[src/sv/lsh_sig_pkg.sv]
// Shared types and constants for the hyperplane signature block.
// Holds the token that runs down the cell chain and the result record
// that follows it. No dependencies.
package lsh_sig_pkg;

  // Frame and signature limits
  localparam int DIM_MAX   = 64;
  localparam int BITS_MAX  = 64;
  localparam int BYTE_BITS = 8;

  // Field and register widths
  localparam int VALUE_W   = 16;
  localparam int BIT_IDX_W = 6;
  localparam int DIM_IDX_W = 6;
  localparam int CFG_LEN_W = 7;
  localparam int THR_W     = 37;
  localparam int CFG_W     = 37;
  localparam int CFG_IDX_W = 2;
  localparam int SIG_W     = 64;

  // Derived widths
  localparam int IDX_W      = (DIM_MAX > 1) ? $clog2(DIM_MAX) : 1;
  localparam int CNT_W      = $clog2(DIM_MAX + 1);
  localparam int LEN_W      = ((CNT_W > CFG_LEN_W) ? CNT_W : CFG_LEN_W) + 1;
  localparam int PROD_W     = 2 * VALUE_W;
  localparam int ACC_W      = PROD_W + $clog2(DIM_MAX);
  localparam int NORM_RAW_W = 2 * VALUE_W - 1 + $clog2(DIM_MAX);
  localparam int NORM_W     = (NORM_RAW_W > THR_W) ? NORM_RAW_W : THR_W;

  // Result queue
  localparam int OUT_DEPTH = 8;
  localparam int OUT_PTR_W = $clog2(OUT_DEPTH);
  localparam int OUT_CNT_W = $clog2(OUT_DEPTH + 1);

  typedef enum logic [CFG_IDX_W-1:0] {
    CFG_DIM_IN_USE  = 2'd0,
    CFG_BITS_IN_USE = 2'd1,
    CFG_NORM_CHK_EN = 2'd2,
    CFG_NORM_THR    = 2'd3
  } cfg_reg_e;

  typedef enum logic {
    ACT_LOAD    = 1'b0,
    ACT_FEATURE = 1'b1
  } act_e;

  // Work item handed from cell to cell: a weight load or a feature element
  typedef struct packed {
    logic                 valid;
    logic                 load;
    logic [BIT_IDX_W-1:0] bit_rel;
    logic [IDX_W-1:0]     idx;
    logic [VALUE_W-1:0]   value;
    logic                 last;
  } tok_t;

  // Signature under construction, trailing the last element of a frame
  typedef struct packed {
    logic                valid;
    logic                flag;
    logic [BITS_MAX-1:0] sig;
  } res_t;

  // Finished result as queued for the output
  typedef struct packed {
    logic                flag;
    logic [BITS_MAX-1:0] sig;
  } out_t;

endpackage

[src/sv/lsh_sig_ram.sv]
// Generic single-port RAM with registered read data.
// No dependencies.
module lsh_sig_ram #(
  parameter int Width = 16,
  parameter int Depth = 64,
  localparam int AddrW = (Depth > 1) ? $clog2(Depth) : 1
) (
  input  logic             clk_i,
  input  logic             we_i,
  input  logic             re_i,
  input  logic [AddrW-1:0] addr_i,
  input  logic [Width-1:0] wdata_i,
  output logic [Width-1:0] rdata_o
);

  logic [Width-1:0] mem_q [Depth];
  logic [Width-1:0] rdata_q;

  // Write or read one word per cycle
  always_ff @(posedge clk_i) begin
    if (we_i) begin
      mem_q[addr_i] <= wdata_i;
    end
    if (re_i) begin
      rdata_q <= mem_q[addr_i];
    end
  end

  assign rdata_o = rdata_q;

endmodule

[src/sv/lsh_sig_cell.sv]
// One hyperplane cell: weight RAM for its dimensions, multiply, accumulate.
// Depends on lsh_sig_pkg and lsh_sig_ram.
module lsh_sig_cell
  import lsh_sig_pkg::*;
(
  input  logic clk_i,
  input  logic rst_ni,
  input  tok_t tok_i,
  output tok_t tok_o,
  input  res_t res_i,
  output res_t res_o
);

  logic                      ram_we;
  logic                      ram_re;
  logic [VALUE_W-1:0]        w_rdata;
  tok_t                      tok_d, tok_q;
  logic signed [PROD_W-1:0]  prod_d, prod_q;
  logic                      el_valid_q;
  logic                      last_q;
  logic signed [ACC_W-1:0]   sum;
  logic signed [ACC_W-1:0]   acc_q;
  logic                      sig_bit;
  res_t                      res_d, res_q;

  // Load into this cell when the relative hyperplane index reaches zero
  assign ram_we = tok_i.valid && tok_i.load && (tok_i.bit_rel == '0);
  assign ram_re = tok_i.valid && !tok_i.load;

  lsh_sig_ram #(
    .Width(VALUE_W),
    .Depth(DIM_MAX)
  ) u_ram (
    .clk_i  (clk_i),
    .we_i   (ram_we),
    .re_i   (ram_re),
    .addr_i (tok_i.idx),
    .wdata_i(tok_i.value),
    .rdata_o(w_rdata)
  );

  // Hand the transaction to the next cell, one hyperplane further on
  always_comb begin
    tok_d         = tok_i;
    tok_d.bit_rel = tok_i.bit_rel - 1'b1;
  end

  // Multiply the feature element by this cell's weight
  assign prod_d = $signed(tok_q.value) * $signed(w_rdata);

  // Running projection; its sign gives this cell's signature bit
  assign sum     = acc_q + ACC_W'(prod_q);
  assign sig_bit = ~sum[ACC_W-1];

  // Shift the bit in at the top; after the whole row it sits at its index
  always_comb begin
    res_d       = res_i;
    res_d.sig   = {sig_bit, res_i.sig[BITS_MAX-1:1]};
  end

  always_ff @(posedge clk_i or negedge rst_ni) begin
    if (!rst_ni) begin
      tok_q      <= '0;
      el_valid_q <= 1'b0;
      last_q     <= 1'b0;
      acc_q      <= '0;
      res_q      <= '0;
    end else begin
      tok_q      <= tok_d;
      el_valid_q <= tok_q.valid && !tok_q.load;
      last_q     <= tok_q.last;
      res_q      <= res_d;
      if (el_valid_q) begin
        acc_q <= last_q ? '0 : sum;
      end
    end
  end

  always_ff @(posedge clk_i) begin
    prod_q <= prod_d;
  end

  assign tok_o = tok_q;
  assign res_o = res_q;

  // The signature record must meet the frame's last product in this cell
  a_res_aligned : assert property (@(posedge clk_i) disable iff (!rst_ni)
    res_i.valid |-> (el_valid_q && last_q))
    else $error("signature record out of step with last product");

  // The projection clears once a frame ends
  a_acc_clear : assert property (@(posedge clk_i) disable iff (!rst_ni)
    (el_valid_q && last_q) |=> (acc_q == '0))
    else $error("projection not cleared at end of frame");

endmodule

[config.mk]
export PLATFORM = sky130hd
export DESIGN_NAME = lsh_sig_cell
export DESIGN_NICKNAME = d
export VERILOG_FILES = /design/src/sv/lsh_sig_pkg.sv /design/src/sv/lsh_sig_ram.sv /design/src/sv/lsh_sig_cell.sv
export SDC_FILE = /design/constraint.sdc
export NUM_CORES = 2
export LEC_CHECK = 0
export BUFFER_PORTS_ARGS = -buffer_cell sky130_fd_sc_hd__buf_2
export CAP_MARGIN = 10
export CORE_MARGIN = 4
export CORE_UTILIZATION = 23
export DETAILED_ROUTE_END_ITERATION = 10
export GPL_TIMING_DRIVEN = 0
export SETUP_SLACK_MARGIN = 0.02
export SLEW_MARGIN = 25
export SYNTH_ARGS = -nofsm -noshare
export SYNTH_HDL_FRONTEND = slang
export SYNTH_HIERARCHICAL = 1
export SYNTH_SLANG_ARGS = --single-unit
[constraint.sdc]
create_clock -name clk_i -period 12.49 [get_ports clk_i]
set_input_delay 2.498 -clock clk_i [delete_from_list [all_inputs] [get_ports clk_i]]
set_output_delay 2.498 -clock clk_i [all_outputs]
set_load 0.02 [all_outputs]
After elaboration in Yosys (flattened, before gate mapping)
Memories as Yosys holds them, arrays and structs flattened. A register that Yosys moved wholly into a read port is not among the register bits.
Cells that the tools add are included.
- flip-flop bits (word level): 169
- bits in writable memories: 1024
- bits of input ports: 99
- output and inout bits: 97
- memories: 1
- memory list (name ; depth ; bits a word ; read ports ; clocked after memory_dff ; write ports ; RTL line ; source):
    u_ram.mem_q ; 64 ; 16 ; 1 ; 1 ; 1 ; lsh_sig_ram.sv:16 ; logic [Width-1:0] mem_q [Depth];
- add/sub/neg operators: 2
- multiply operators: 1
- multiplexer cells: 3
- bitwise operators: 1
- reductions and logical operators: 7
- operator list (operator ; number):
    adder 38 x 32 -> 38 bit ; 1
    two-way mux 38 bit ; 1
    multiplier 16 x 16 -> 32 bit ; 1
    zero test 6 bit ; 1
    subtractor 6 x 1 -> 6 bit, second input constant ; 1
    logical AND 1 bit ; 4
    zero test 1 bit ; 2
    two-way mux 1 bit ; 2
    inverter 1 bit ; 1

Longest topological paths before layout
- depth in word-level cells: 4
- gate-level depth with buffers: 24
- depth with buffers taken out: 23

Modules after synthesis
The synthesis kept the hierarchy.
- by module, submodules not included (module ; instances ; cells an instance ; area an instance (µm²)):
    lsh_sig_ram ; 1 ; 2264 ; 39640.5
    lsh_sig_cell ; 1 ; 1558 ; 16165.5

Worst setup path after synthesis
No wires, ideal clock.
- path type: reg-to-reg
- start point: reg tok_q (netlist bit tok_o[12])
- end point: reg prod_q[31]
- library setup time: 0.072 ns
- arrival time: 6.248 ns
- setup slack: 6.169 ns
- cell stages (with the launch flop): 22
- path buffers: 1
- clock period less this slack: 6.321 ns
- cell sequence: dfrtp_1 -> clkbuf_1 -> nand2_1 -> fa_1 -> fa_1 -> fa_1 -> inv_1 -> fa_1 -> fa_1 -> inv_1 -> fa_1 -> inv_1 -> ha_1 -> a21o_1 -> a21o_1 -> a2111oi_0 -> nor4_1 -> a211o_1 -> o41ai_2 -> o2111ai_1 -> a21oi_1 -> xnor2_1
- longest elaborated chain between the ends: 1
- ends and longest elaborated chain (what ; RTL line ; source):
    from (decl) ; lsh_sig_cell.sv:17 ; tok_t tok_d, tok_q;
    from (signal assigned) ; lsh_sig_cell.sv:69 ; tok_q <= tok_d;
    multiplier 16 x 16 -> 32 bit ; lsh_sig_cell.sv:49 ; assign prod_d = $signed(tok_q.value) * $signed(w_rdata);
    named net prod_d[31] ; lsh_sig_cell.sv:18 ; logic signed [PROD_W-1:0] prod_d, prod_q;
    to (signal assigned) ; lsh_sig_cell.sv:80 ; prod_q <= prod_d;
    to (decl) ; lsh_sig_cell.sv:18 ;
The timed path passes the listed nets, and every way through them passes these cells.
A chain may end at the register's enable or synchronous reset.

Worst setup path in the final report
- start point: reg tok_q (netlist bit tok_o[11])
- end point: reg prod_q[31]
Same word-level chain as after synthesis.

==> summary.md <==
| Metric | Value |
|---|---|
| Status | complete, no violations |
| Total Routing Usage GR | 0.133 |
| CTS sink cnt | 1209 |
| Seq pwr share | 0.341 |
| CP startpoint kind | flip-flop |
| TritonCTS clock tree | built |
| Slew Viols, Final | 0 |
| Crit path cell chain | clkbuf_1 -> nand2_1 -> fa_1 -> fa_1 -> fa_1 -> inv_1 -> fa_1 -> fa_1 -> inv_1 -> fa_1 -> inv_1 -> ha_1 -> a21o_1 -> a21o_1 -> a2111oi_0 -> nor4_1 -> a211o_1 -> o41ai_2 -> o2111ai_1 -> a21oi_1 -> xnor2_1 |
| P_int | 8880 uW |
| CP dominant cell by count | fa_1 |
| Min-Delay Path Class | reg -> reg |
| RD Place Congestion | 0.978 |
| Area Overhead vs Synth | 17.2% |
| Clock share of power | 0.244 |
| Synth async-reset ratio | 0.113 |
| Clk slew on worst S/H paths | 60 ps |
| Post-CTS setup repair buffer count | 0 |
| Post-Synth XOR/XNOR Area | 0.0108 |
| Util after Layout | 0.271 |
| Antenna Nets Post-Route | 0 |
| I/O Buffers | between 150 and 200 |
| Die Footprint | approximately 0.25 mm2 |
| RSZ-0062 raised after global routing | no |
| Final WS setup | 4750 ps |
| Worst Tran Pin Value | 1280 ps |
| First-pass GRT wire length | 247000 um |
| Post-route cell area | 0.0654 mm2 |
| Final number of hold-violating endpoints | 0 |
| Chip width | 501 um |
| WS Path Type | reg -> reg |
| WHS | 389 ps |
| Layout cells sized above 1 | 0.142 |
| Cts repair resizes | 0 |
| Adder-cell share of the synthesized area | 0.121 |
| Iteration count of the initial detailed-routing pass | 7 |
| Switch share | 0.355 |
| Seq/Total Area, Yosys | 0.633 |
| Mapped cell area | 0.0558 mm2 |
| CP max stage delay | 850 ps |
| Pre-CTS WS | 4860 ps |
| DRC violations left | 0 |
| Worst vdd ir | 0.233 mV |
| Average cell area after synthesis | 14.6 um2 |
| CP arrival | around 8300 ps |
| Layout Skew | 74.4 ps |
| Post-synthesis mux area share | 0.0339 |
| Antenna violations before repair | 18 |
| Pwr dens | 210 mW/mm2 |
| Largest net degree at the start of global routing | 98 |
| Yosys cell types | 79 |
| Yosys reg bits | 1209 |
| Fmax | 0.129 GHz |
| Dpl hpwl | 123000 um |
| Crit Path Max Fanout | 10 |
| FP Rows | 180 |
| EDFF count, synth | 1040 |
| Simple-gate share of the synthesized area | 0.0544 |
| Final Setup Violations | 0 |
| Layout fillers | ~24000 |
| Chip height | 501 um |
| Vias in the first global route | between 30000 and 40000 |
| Initial core utilization | 0.232 |
| Crit end category | flip-flop |
| Compound-Gate Fraction of Synth Area | 0.110 |
| 1st-iter DRT viols | 4427 |
| Routed via count | ~36000 |
| Synth Net Count | between 4000 and 5000 |
| Worst-case clock buffer depth | 3 |
| Max-cap viol count | 0 |
| Leak | 0.0236 uW |
| Setup_tns | 0 ps |
| Max-slew headroom | 0.140 |
| Wirelength, routed | 172000 um |
| Switching power | slightly below 5000 uW |
| Routed len/inst | 23.0 um |
| Area post-placement | 0.0618 mm2 |
| Total CTS buffers | 112 |
| R2R setup slack | 4750 ps |
| Mapped Cells | 3822 |
| Largest family of logic cells by synthesized area | adder cells |
| Top-level I/O count | 196 |
| Nets@finish | 4670 |
| Skew-Pair Late Insertion Delay | about 760 ps |
| Worst EP required | 13060 ps |
| GRT overflow | 0 |
| Synth Flop Type | edfxtp_1 |
| Core area | 0.241 mm2 |
| CTS root buf | clkbuf_16 |
| H-tree depth | 3 |
| Crit-path slowest cell | a2111oi_0 |
| Min cycle time layout | 7740 ps |
| Period utilization | 0.619 |
| CTS Hold Buffers Added | 0 |
| Vias per cell | 4.76 |
| Yosys warns | 6 |
| Combinational power share | 0.415 |
## worst max-delay path: cells and delay by family (launching register included)
family	cells	cell delay [ps]
AO/OA/AOI/OAI	7	2350
XOR/XNOR	1	80
adder cells (fa/ha/maj)	7	3460
buffers and inverters	4	730
flip-flops	1	650
AND/OR/NAND/NOR	2	300
## metal layers
layer,global-route usage,share of wire,up-vias,routed length [um]
met5,0.00328,0.00075,-,129
li1,-,-,15017,-
met3,0.0321,0.10,379,17400
met2,0.205,0.44,1960,76100
met1,0.178,0.41,18194,70200
met4,0.0574,0.048,6,8200
## cells by family (layout without fill, tap and decap cells)
| kind of cell | after synthesis | count (layout) |
|---|---|---|
| mux | 179 | 179 |
| other cells | 0 | 7 |
| buf+inv | 495 | 955 |
| fa+ha+maj | 383 | 383 |
| flops | 1209 | 1209 |
| xor+xnor | 69 | 69 |
| simple gates | 643 | 643 |
| compound gates | 844 | 844 |
## Yosys cell counts (10+ instances only)
cell,instances,area (um2)
o21bai_1,10,75.1
dfxtp_1,32,641
or4_1,10,75.1
a22oi_1,196,1470
nor2b_1,15,93.8
inv_1,289,1080
a211oi_1,27,203
a21o_1,40,300
o22ai_1,60,375
o21ai_0,67,335
mux2_2,17,191
clkbuf_1,103,387
and2_1,126,788
o221ai_1,14,123
nand2_1,188,706
nor2_1,209,785
mux2i_1,155,1550
nor3_1,17,85.1
o21a_1,11,82.6
buf_2,63,315
xor2_1,16,140
nand2b_1,17,106
xnor2_1,53,464
fa_1,263,5270
a22o_1,48,420
a31oi_1,28,175
nand4_1,13,81.3
nand3_1,16,80.1
buf_1,13,48.8
dfrtp_1,137,3430
buf_4,16,120
edfxtp_1,1040,31200
a2111oi_0,12,105
a21oi_1,122,611
o22a_1,27,236
ha_1,120,1500
a221oi_1,106,928
## sequential cells by signal, summed over array words and instances, names as in the netlist
signal	flops
u_ram/rdata_o	16
tok_o	31
last_q	1
el_valid_q	1
prod_q	32
acc_q	38
res_o	66
u_ram/mem_q	1024
## cell type report
class                      count  area, um2  area share
clock inverter                76        683      0.0104
inverter                     291       1090      0.0167
antenna                        7       17.5    0.000268
timing repair buffer         252       1770      0.0271
clock buffer                 132       2880      0.0440
multi-input combinational   2118      18700       0.286
sequential                  1209      35300       0.540
buffer                       204        972      0.0149
tap                         3185       3990      0.0609
## power by group through the flow
stage               combinational [uW]  sequential, uW  clock [uW]
finish                            5710            4690        3360
global route                      6480            4700        3600
CTS                               5750            4690        3430
detailed placement                5720            4780           0
global placement                  5630            4780           0
floorplan                         4340            4750           0
## path summary, 6_finish.rpt
path	end	cells past startpoint	start
hold reg to reg	last_q	0	tok_o[0]
max in group asynchronous	res_o[21]	2	rst_ni
setup reg to reg	prod_q[31]	21	tok_o[11]
min in group asynchronous	tok_o[21]	1	rst_ni
hold / removal	last_q	0	tok_o[0]
setup / recovery	prod_q[31]	21	tok_o[11]
## stage by stage
step           total power (uW)  instances
2_1_floorplan              9100       3822
3_3_place_gp              10400       7201
3_5_place_dp              10500       7259
4_1_cts                   13900       7467
5_1_grt                   14800       7467
6_report                  13800       7474
## cells in the final DEF (no fill, tap or decap), drive strengths merged, types with 40 or more instances in the layout
cell / instances
nor2: 210
edfxtp: 1040
nand2: 189
o22ai: 60
and2: 127
clkbuf: 235
dfrtp: 137
o21ai: 71
a221oi: 107
a22oi: 196
inv: 298
mux2i: 155
buf: 353
a21o: 40
a22o: 48
clkinv: 57
xnor2: 53
ha: 120
a21oi: 123
fa: 263
(Power assumes the default switching activity.)
